## src/design/rc4_stream_cipher_defines.svh

```systemverilog
// Assertion helpers for the RC4 block.
// Each macro expects clk and arst_n in scope.
`ifndef RC4_STREAM_CIPHER_DEFINES_SVH
`define RC4_STREAM_CIPHER_DEFINES_SVH

// Check that a condition holds in the same cycle as its trigger.
`define RC4_ASSERT_NOW(label, ante, cons, msg) \
	label: assert property (@(posedge clk) disable iff (!arst_n) (ante) |-> (cons)) \
		else $error(msg);

// Check that a condition holds in the cycle after its trigger.
`define RC4_ASSERT_NEXT(label, ante, cons, msg) \
	label: assert property (@(posedge clk) disable iff (!arst_n) (ante) |=> (cons)) \
		else $error(msg);

`endif

```

## src/design/rc4_pkg.sv

```systemverilog
`default_nettype none

package rc4_pkg;

	localparam int TABLE_SIZE    = 256;
	localparam int MAX_KEY_BYTES = 256;

	localparam int IDX_W  = $clog2(TABLE_SIZE);
	localparam int KEY_AW = (MAX_KEY_BYTES > 1) ? $clog2(MAX_KEY_BYTES) : 1;
	localparam int KCNT_W = $clog2(MAX_KEY_BYTES + 1);

	typedef logic [7:0]        byte_t;
	typedef logic [IDX_W-1:0]  idx_t;
	typedef logic [KEY_AW-1:0] kaddr_t;
	typedef logic [KCNT_W-1:0] kcnt_t;

	// Item kind codes
	typedef enum logic {
		CMD_KEY  = 1'b0,
		CMD_DATA = 1'b1
	} cmd_t;

	// Request to the permutation RAM
	typedef struct packed {
		logic  we;
		idx_t  waddr;
		byte_t wdata;
		idx_t  raddr;
	} perm_req_t;

	// Request to the key RAM
	typedef struct packed {
		logic   we;
		kaddr_t waddr;
		byte_t  wdata;
		kaddr_t raddr;
	} key_req_t;

endpackage

`default_nettype wire

```

## src/design/rc4_item_if.sv

```systemverilog
`default_nettype none

interface rc4_item_if;
	import rc4_pkg::*;

	logic  valid;
	logic  ready;
	logic  cmd;
	byte_t byte_value;
	logic  key_last;

	modport source (output valid, output cmd, output byte_value, output key_last, input ready);
	modport sink (input valid, input cmd, input byte_value, input key_last, output ready);

endinterface

`default_nettype wire

```

## src/design/rc4_result_if.sv

```systemverilog
`default_nettype none

interface rc4_result_if;
	import rc4_pkg::*;

	logic  valid;
	logic  ready;
	byte_t cipher_byte;

	modport source (output valid, output cipher_byte, input ready);
	modport sink (input valid, input cipher_byte, output ready);

endinterface

`default_nettype wire

```

## src/design/rc4_ram.sv

```systemverilog
`default_nettype none

module rc4_ram #(
	parameter int WIDTH = 8,
	parameter int DEPTH = 256,
	localparam int AW = (DEPTH > 1) ? $clog2(DEPTH) : 1
) (
	input  logic             clk,
	input  logic             we,
	input  logic [AW-1:0]    waddr,
	input  logic [WIDTH-1:0] wdata,
	input  logic [AW-1:0]    raddr,
	output logic [WIDTH-1:0] rdata
);

	logic [WIDTH-1:0] mem_q [DEPTH];
	logic [WIDTH-1:0] rdata_q;

	// Write one entry, read one entry; a read at the written address returns old data
	always_ff @(posedge clk) begin
		if (we) begin
			mem_q[waddr] <= wdata;
		end
		rdata_q <= mem_q[raddr];
	end

	assign rdata = rdata_q;

endmodule

`default_nettype wire

```

## src/design/rc4_seq.sv

```systemverilog
`default_nettype none

`include "rc4_stream_cipher_defines.svh"

module rc4_seq (
	input  logic               clk,
	input  logic               arst_n,
	rc4_item_if.sink           item,
	rc4_result_if.source       result,
	output rc4_pkg::perm_req_t perm_req,
	input  rc4_pkg::byte_t     perm_rdata,
	output rc4_pkg::key_req_t  key_req,
	input  rc4_pkg::byte_t     key_rdata
);
	import rc4_pkg::*;

	typedef enum logic [3:0] {
		ST_IDLE,
		ST_FILL,
		ST_KS_RD,
		ST_KS_SUM,
		ST_KS_WRN,
		ST_KS_WRA,
		ST_D2,
		ST_D3,
		ST_D4
	} state_t;

	localparam idx_t  LAST_IDX = idx_t'(TABLE_SIZE - 1);
	localparam kcnt_t KEY_MAX  = kcnt_t'(MAX_KEY_BYTES);

	state_t state_q;
	kcnt_t  key_count_q;
	kcnt_t  klen_q;
	kaddr_t kidx_q;
	idx_t   idx_i_q;
	idx_t   idx_j_q;
	idx_t   n_q;
	idx_t   acc_q;
	idx_t   t_q;
	byte_t  hold_q;
	byte_t  sj_q;
	byte_t  val_q;
	logic   keyed_q;
	logic   out_valid_q;
	byte_t  cipher_byte_q;

	logic  item_acc;
	logic  key_room;
	logic  kidx_wrap;
	idx_t  op_a;
	idx_t  op_b;
	idx_t  op_c;
	idx_t  sum;
	byte_t ks;

	assign item_acc  = item.valid && item.ready;
	assign key_room  = key_count_q < KEY_MAX;
	assign kidx_wrap = (kcnt_t'(kidx_q) + kcnt_t'(1)) == klen_q;

	assign item.ready   = (state_q == ST_IDLE);
	assign result.valid = out_valid_q;
	assign result.cipher_byte = cipher_byte_q;

	// Pick operands for the shared byte adder
	always_comb begin
		op_a = idx_i_q;
		op_b = idx_t'(1);
		op_c = '0;
		case (state_q)
			ST_KS_SUM: begin
				op_a = acc_q;
				op_b = perm_rdata;
				op_c = key_rdata;
			end
			ST_D2: begin
				op_a = idx_j_q;
				op_b = perm_rdata;
			end
			ST_D3: begin
				op_a = hold_q;
				op_b = perm_rdata;
			end
			default: begin
				op_a = idx_i_q;
				op_b = idx_t'(1);
			end
		endcase
	end

	assign sum = op_a + op_b + op_c;

	// Keystream byte, forwarding the swapped entries the RAM read missed
	always_comb begin
		if (t_q == idx_j_q) begin
			ks = hold_q;
		end else if (t_q == idx_i_q) begin
			ks = sj_q;
		end else begin
			ks = perm_rdata;
		end
	end

	// Drive the permutation RAM
	always_comb begin
		perm_req.we    = 1'b0;
		perm_req.waddr = n_q;
		perm_req.wdata = n_q;
		perm_req.raddr = t_q;
		case (state_q)
			ST_IDLE: begin
				perm_req.raddr = sum;
			end
			ST_FILL: begin
				perm_req.we = 1'b1;
			end
			ST_KS_RD: begin
				perm_req.raddr = n_q;
			end
			ST_KS_SUM: begin
				perm_req.raddr = sum;
			end
			ST_KS_WRN: begin
				perm_req.we    = 1'b1;
				perm_req.wdata = perm_rdata;
			end
			ST_KS_WRA: begin
				perm_req.we    = 1'b1;
				perm_req.waddr = acc_q;
				perm_req.wdata = hold_q;
			end
			ST_D2: begin
				perm_req.raddr = sum;
			end
			ST_D3: begin
				perm_req.we    = 1'b1;
				perm_req.waddr = idx_i_q;
				perm_req.wdata = perm_rdata;
				perm_req.raddr = sum;
			end
			ST_D4: begin
				perm_req.we    = 1'b1;
				perm_req.waddr = idx_j_q;
				perm_req.wdata = hold_q;
			end
			default: begin
				perm_req.we = 1'b0;
			end
		endcase
	end

	// Drive the key RAM: store key bytes on request, read during the schedule
	assign key_req.we    = item_acc && (item.cmd == CMD_KEY) && key_room;
	assign key_req.waddr = key_count_q[KEY_AW-1:0];
	assign key_req.wdata = item.byte_value;
	assign key_req.raddr = kidx_q;

	// Sequencer state, indices and output register
	always_ff @(posedge clk or negedge arst_n) begin
		if (!arst_n) begin
			state_q       <= ST_IDLE;
			key_count_q   <= '0;
			klen_q        <= '0;
			kidx_q        <= '0;
			idx_i_q       <= '0;
			idx_j_q       <= '0;
			n_q           <= '0;
			acc_q         <= '0;
			t_q           <= '0;
			hold_q        <= '0;
			sj_q          <= '0;
			val_q         <= '0;
			keyed_q       <= 1'b0;
			out_valid_q   <= 1'b0;
			cipher_byte_q <= '0;
		end else begin
			// drop the result once taken; the output step refills it itself
			if (out_valid_q && result.ready && (state_q != ST_D4)) begin
				out_valid_q <= 1'b0;
			end
			case (state_q)
				ST_IDLE: begin
					if (item_acc) begin
						if (item.cmd == CMD_KEY) begin
							if (item.key_last) begin
								klen_q      <= key_room ? key_count_q + kcnt_t'(1) : KEY_MAX;
								key_count_q <= '0;
								n_q         <= '0;
								state_q     <= ST_FILL;
							end else if (key_room) begin
								key_count_q <= key_count_q + kcnt_t'(1);
							end
						end else if (keyed_q) begin
							idx_i_q <= sum;
							val_q   <= item.byte_value;
							state_q <= ST_D2;
						end
					end
				end
				ST_FILL: begin
					n_q <= n_q + idx_t'(1);
					if (n_q == LAST_IDX) begin
						acc_q   <= '0;
						kidx_q  <= '0;
						state_q <= ST_KS_RD;
					end
				end
				ST_KS_RD: begin
					state_q <= ST_KS_SUM;
				end
				ST_KS_SUM: begin
					hold_q  <= perm_rdata;
					acc_q   <= sum;
					state_q <= ST_KS_WRN;
				end
				ST_KS_WRN: begin
					state_q <= ST_KS_WRA;
				end
				ST_KS_WRA: begin
					n_q    <= n_q + idx_t'(1);
					kidx_q <= kidx_wrap ? '0 : kidx_q + kaddr_t'(1);
					if (n_q == LAST_IDX) begin
						idx_i_q <= '0;
						idx_j_q <= '0;
						keyed_q <= 1'b1;
						state_q <= ST_IDLE;
					end else begin
						state_q <= ST_KS_RD;
					end
				end
				ST_D2: begin
					hold_q  <= perm_rdata;
					idx_j_q <= sum;
					state_q <= ST_D3;
				end
				ST_D3: begin
					sj_q    <= perm_rdata;
					t_q     <= sum;
					state_q <= ST_D4;
				end
				ST_D4: begin
					// hold here until the output register is free
					if (!out_valid_q || result.ready) begin
						out_valid_q   <= 1'b1;
						cipher_byte_q <= val_q ^ ks;
						state_q       <= ST_IDLE;
					end
				end
				default: begin
					state_q <= ST_IDLE;
				end
			endcase
		end
	end

	`RC4_ASSERT_NEXT(a_result_from_d4, (state_q != ST_D4 && !out_valid_q), !out_valid_q,
		"result raised outside the output step")
	`RC4_ASSERT_NEXT(a_fill_to_rounds, (state_q == ST_FILL && n_q == LAST_IDX),
		(state_q == ST_KS_RD && n_q == '0), "table fill did not hand over to the rounds")
	`RC4_ASSERT_NEXT(a_sched_done, (state_q == ST_KS_WRA && n_q == LAST_IDX),
		(keyed_q && idx_i_q == '0 && idx_j_q == '0), "schedule end did not clear indices")
	`RC4_ASSERT_NEXT(a_unkeyed_drop, (item_acc && item.cmd == CMD_DATA && !keyed_q),
		(state_q == ST_IDLE), "unkeyed data byte was processed")
	`RC4_ASSERT_NOW(a_kidx_range, (state_q == ST_KS_RD || state_q == ST_KS_SUM),
		(kcnt_t'(kidx_q) < klen_q), "key index past key length")

endmodule

`default_nettype wire

```

## src/design/rc4_stream_cipher.sv

```systemverilog
// RC4 stream cipher. Key bytes (cmd 0) are stored one per request, up to 256; further key
// bytes are ignored. A key byte with key_last set runs the key schedule: a table fill of
// 256 entries plus 256 rounds of read, sum and two writes, in which no request is taken.
// Each data byte (cmd 1) then passes through accept plus three steps and yields one
// cipher_byte; no new request is taken until it is done. The steps are set by the single
// read port of the permutation RAM, which serves the three dependent reads of a byte.
// Data bytes sent before the first schedule are dropped without a result. A finished
// result waits in an output register while the next request is accepted.
`default_nettype none

module rc4_stream_cipher (
	input  logic         clk,
	input  logic         arst_n,
	rc4_item_if.sink     item,
	rc4_result_if.source result
);
	import rc4_pkg::*;

	perm_req_t perm_req;
	key_req_t  key_req;
	byte_t     perm_rdata;
	byte_t     key_rdata;

	// Permutation table
	rc4_ram #(
		.WIDTH (8),
		.DEPTH (TABLE_SIZE)
	) u_perm_ram (
		.clk   (clk),
		.we    (perm_req.we),
		.waddr (perm_req.waddr),
		.wdata (perm_req.wdata),
		.raddr (perm_req.raddr),
		.rdata (perm_rdata)
	);

	// Key store
	rc4_ram #(
		.WIDTH (8),
		.DEPTH (MAX_KEY_BYTES)
	) u_key_ram (
		.clk   (clk),
		.we    (key_req.we),
		.waddr (key_req.waddr),
		.wdata (key_req.wdata),
		.raddr (key_req.raddr),
		.rdata (key_rdata)
	);

	// Sequencer with the shared byte adder
	rc4_seq u_seq (
		.clk        (clk),
		.arst_n     (arst_n),
		.item       (item),
		.result     (result),
		.perm_req   (perm_req),
		.perm_rdata (perm_rdata),
		.key_req    (key_req),
		.key_rdata  (key_rdata)
	);

endmodule

`default_nettype wire

```

## src/flat_wrapper.sv

```systemverilog
// flat-port wrapper written by rule: the top's interface ports become plain ports
module rc4_stream_cipher_flat import rc4_pkg::*;
  (clk, arst_n, item_valid, item_cmd, item_byte_value, item_key_last, item_ready, result_valid, result_cipher_byte, result_ready);
  rc4_item_if item_i ();
  rc4_result_if result_i ();
  input  logic clk;
  input  logic arst_n;
  input wire logic [$bits(item_i.valid)-1:0] item_valid;
  input wire logic [$bits(item_i.cmd)-1:0] item_cmd;
  input wire logic [$bits(item_i.byte_value)-1:0] item_byte_value;
  input wire logic [$bits(item_i.key_last)-1:0] item_key_last;
  output wire logic [$bits(item_i.ready)-1:0] item_ready;
  output wire logic [$bits(result_i.valid)-1:0] result_valid;
  output wire logic [$bits(result_i.cipher_byte)-1:0] result_cipher_byte;
  input wire logic [$bits(result_i.ready)-1:0] result_ready;
  assign item_i.valid = item_valid;
  assign item_i.cmd = item_cmd;
  assign item_i.byte_value = item_byte_value;
  assign item_i.key_last = item_key_last;
  assign item_ready = item_i.ready;
  assign result_valid = result_i.valid;
  assign result_cipher_byte = result_i.cipher_byte;
  assign result_i.ready = result_ready;
  rc4_stream_cipher u_core (.clk(clk), .arst_n(arst_n), .item(item_i), .result(result_i));
endmodule
```

## config.mk

```make
export PLATFORM = sky130hd
export DESIGN_NAME = rc4_stream_cipher_flat
export DESIGN_NICKNAME = d
export VERILOG_FILES = /design/src/design/rc4_pkg.sv /design/src/design/rc4_item_if.sv /design/src/design/rc4_result_if.sv /design/src/design/rc4_ram.sv /design/src/design/rc4_seq.sv /design/src/design/rc4_stream_cipher.sv /design/src/flat_wrapper.sv
export VERILOG_INCLUDE_DIRS = /design/src /design/src/design
export SDC_FILE = /design/constraint.sdc
export NUM_CORES = 2
export LEC_CHECK = 0
export ABC_AREA = 0
export BUFFER_PORTS_ARGS = -buffer_cell sky130_fd_sc_hd__buf_2
export CAP_MARGIN = 30
export CORE_MARGIN = 1.5
export CORE_UTILIZATION = 35
export DETAILED_ROUTE_END_ITERATION = 8
export HOLD_SLACK_MARGIN = 0.15
export SLEW_MARGIN = 15
export SYNTH_ARGS = -nofsm -noshare
export SYNTH_HDL_FRONTEND = slang
export SYNTH_HIERARCHICAL = 1
export SYNTH_SLANG_ARGS = --single-unit
export TNS_END_PERCENT = 100
```

## constraint.sdc

```tcl
create_clock -name clk -period 7.6 [get_ports clk]
set_clock_uncertainty 0.1 [all_clocks]
set_input_delay 1.9 -clock clk [delete_from_list [all_inputs] [get_ports clk]]
set_output_delay 1.9 -clock clk [all_outputs]
set_load 0.01 [all_outputs]
```

==> flow_summary.json <==
{
  "p_leak_nw": 57.0,
  "synthFlopType": "edfxtp_1",
  "drive_gt1_share_pct": 21.0,
  "cts.sinks": 4216,
  "crit-reg2reg-launch": "u_core/u_seq/state_q[0]$_DFFE_PN0P_",
  "path_cells": "nor2_1 -> or2_1 -> a22o_1 -> a221oi_1 -> fa_1 -> inv_1 -> ha_1 -> inv_1 -> fa_1 -> inv_1 -> a21oi_1 -> o21bai_1 -> a31oi_1 -> xor2_2 -> o21ai_2 -> buf_4 -> nor3b_2 -> o221ai_1 -> o22ai_1 -> o32ai_1 -> nor3_1 -> nor4_1",
  "post_cts_buffers": 0,
  "dr_wl_met2_mm": 206,
  "hpwl_mm": 272,
  "clk_pin_slew_ps": 60,
  "wl_per_cell_um": 28.9,
  "critical_path.slowest_cell": "dfrtp_1",
  "gp_congestion": 0.892,
  "grt_pass1_wl_mm": 621,
  "grt_max_degree": 204,
  "track_usage_pct": 17.6,
  "setup_slack_ps": 434,
  "cap_violations": 0,
  "worst_hold_path_type": "reg -> reg",
  "top_layer": "met4",
  "ioPinCount": 24,
  "fin_util_pct": 39.5,
  "htree_num_levels": 5,
  "cts_tree": "done",
  "crit_path_max_fanout": 18,
  "worst_pin_slew_ps": 1240,
  "cp-start-kind": "register",
  "synth_edf_count": 4096,
  "cts-resized-gates": 0,
  "crit_path_start": "u_core/u_seq/state_q[0]$_DFFE_PN0P_",
  "timing.final.crit_share_pct": 94.3,
  "coreArea_mm2": 0.471,
  "grt_overflow": 0,
  "rsz0062_at_grt": "no",
  "period_needed_ps": 7170,
  "antenna_found_initial": 17,
  "drtIter0Drc": 10300,
  "clock_path_buffers": 4,
  "power_density_mw_per_mm2": 382,
  "die_area_mm2": 0.478,
  "initial_core_util_pct": 35.2,
  "drv_slew": 0,
  "finalWirelength_mm": 433,
  "via_per_inst": 5.64,
  "synth_nets": 8252,
  "yosys_register_bits": 4216,
  "netlist-cell-type-count": 86,
  "ff2ff_path_depth": 22,
  "die_w_um": 691,
  "slowest_delay_ps": 750,
  "cts_hold_buffers": 0,
  "synth-seq-area-share_pct": 76.0,
  "cts_root_buffer": "clkbuf_16",
  "critPathKind": "reg -> reg",
  "ant_nets": 0,
  "fin_cells": 15000,
  "nets": 8421,
  "fillers": 41400,
  "clk_latency_ps": 970,
  "ys_async_sr_fraction_pct": 2.47,
  "hold_viol": 0,
  "setup_viol": 0,
  "status": "finished clean",
  "end_kind": "register",
  "die-height_um": 691,
  "placed_cell_area_mm2": 0.173,
  "cts_buffers": 414,
  "setup-tns-final_ps": 0,
  "std_cell_rows": 252,
  "portBuffers": 23,
  "grt_pass1_vias": 83500,
  "timing.rr.end": "u_core/u_perm_ram/rdata[5]$_DFF_P_",
  "yosys_warnings": 6,
  "met3_length_mm": 37.5,
  "dp_cells": 14200,
  "cp-endpoint": "u_core/u_perm_ram/rdata[5]$_DFF_P_",
  "vias": 84300,
  "stdcell_area_mm2": 0.186,
  "slew_headroom_pct": 17.3,
  "wl_met1_mm": 174,
  "synthToLayoutAreaGrowth_pct": 12.4,
  "drt_pass1_iterations": 7,
  "cpMostUsedCell": "inv_1",
  "syn_inst": 8220,
  "r2r_setup_slack_ps": 430,
  "syn_avg_cell_area_um2": 20.2,
  "irDropWorstVdd_mv": 0.379,
  "crit_required_ps": 8310,
  "synth_area_mm2": 0.166,
  "arrival_ps": 7880,
  "dpl_worst_slack_ps": 599,
  "fmax_mhz": 140,
  "drcViolationCount": 0
}
==> cell usage after synthesis (all sizes together), types with 89 or more instances <==
master | instances | area (µm²)
mux4 | 912 | 20600
o21ai | 107 | 536
nand3 | 89 | 445
o221ai | 96 | 853
dfrtp | 104 | 2600
edfxtp | 4096 | 123000
a22oi | 275 | 2060
nor2 | 607 | 2280
buf | 270 | 2240
nand2 | 205 | 769
mux2i | 286 | 2860
a21oi | 214 | 1070
clkbuf | 249 | 935
==> sequential cells by signal, indices dropped and copies added (netlist names), 9 cells and up <==
| name | count |
|---|---|
| u_core/u_key_ram/mem_q | 2048 |
| u_core/u_perm_ram/mem_q | 2048 |
| u_core/u_seq/klen_q | 9 |
| u_core/u_seq/key_count_q | 9 |
==> logic make-up (layout without fill, tap and decap cells) <==
| logic type | count (synthesis) | count (layout) | synth area share, % |
|---|---|---|---|
| flops | 4216 | 4216 | 76.0 |
| fa+ha+maj | 18 | 18 | 0.172 |
| xor+xnor | 39 | 39 | 0.211 |
| buf+inv | 559 | 1060 | 2.00 |
| other cells | 0 | 13 | 0 |
| compound gates | 957 | 957 | 4.02 |
| simple gates | 1220 | 1220 | 3.38 |
| mux | 1211 | 1211 | 14.2 |
==> routing by layer <==
layer  global-route usage [%]  up-vias
li1                         -    34400
met1                     24.3    45000
met2                     28.4     4156
met3                     3.29      743
met4                     5.67        0
met5                        0        -
==> critical path, delay by kind of cell, from the launching register on <==
family,cells,cell delay (ps)
compound gates,9,2080
xor+xnor,1,280
fa+ha+maj,3,1130
buf+inv,4,510
flops,1,750
simple gates,5,2150
==> how the worst min path moves through the flow <==
stage,startpoint,to,slack [ps],depth (start not counted)
5_1_grt,u_core/u_seq/sj_q[3]$_DFFE_PN0N_,u_core/u_seq/sj_q[3]$_DFFE_PN0N_,410,2
4_1_cts,u_core/u_seq/sj_q[5]$_DFFE_PN0N_,u_core/u_seq/sj_q[5]$_DFFE_PN0N_,390,2
2_1_floorplan,u_core/u_perm_ram/rdata[6]$_DFF_P_,u_core/u_seq/sj_q[6]$_DFFE_PN0N_,340,2
6_report,u_core/u_seq/sj_q[2]$_DFFE_PN0N_,u_core/u_seq/sj_q[2]$_DFFE_PN0N_,380,2
3_3_place_gp,u_core/u_seq/sj_q[4]$_DFFE_PN0N_,u_core/u_seq/sj_q[4]$_DFFE_PN0N_,360,2
3_5_place_dp,u_core/u_seq/sj_q[5]$_DFFE_PN0N_,u_core/u_seq/sj_q[5]$_DFFE_PN0N_,370,2
==> power breakdown <==
group          internal (mW)  switching [mW]  total (mW)
sequential              27.6           0.530        28.1
clock                   11.2            8.57        19.7
combinational           9.09            14.3        23.4
total                   47.9            23.4        71.2
==> layout make-up <==
cell class	count	area, µm²	area share, %
inverters	40	210	0.113
repair buffers	272	2790	1.50
multi-input cells	3445	36600	19.7
clock buffers	513	10900	5.85
diodes	13	32.5	0.0175
clock inverters	235	2010	1.08
flip-flops and latches	4216	126000	67.6
well taps	6223	7790	4.18
==> cells in the final DEF (no fill, tap or decap), types with 31 or more instances in the layout <==
master	synthesis	final
edfxtp_1	4096	4096
mux4_2	908	908
nor2_1	605	599
clkbuf_16	0	419
mux2i_1	286	286
a22oi_1	275	275
a21oi_1	214	214
nand2_1	205	204
buf_4	71	181
clkinv_1	2	101
dfrtp_1	104	99
o221ai_1	94	94
nand3_1	89	89
clkbuf_1	249	87
clkinv_2	0	67
o21ai_0	64	60
o22ai_1	58	58
nor3_1	57	57
nor2b_1	64	57
nor4_1	49	46
o21ai_1	43	42
buf_12	16	36
a211oi_1	34	34
a221oi_1	32	32
xnor2_1	32	32
a22o_1	31	31
==> stage by stage <==
stage | total power [mW] | hold slack, ps
final | 71.2 | 385
after global routing | 73.6 | 411
after CTS | 71.5 | 386
after detailed placement | 51.9 | 369
after global placement | 51.6 | 359
after floorplan | 44.2 | 342
Note: power is estimated with default switching activity, not from simulation.
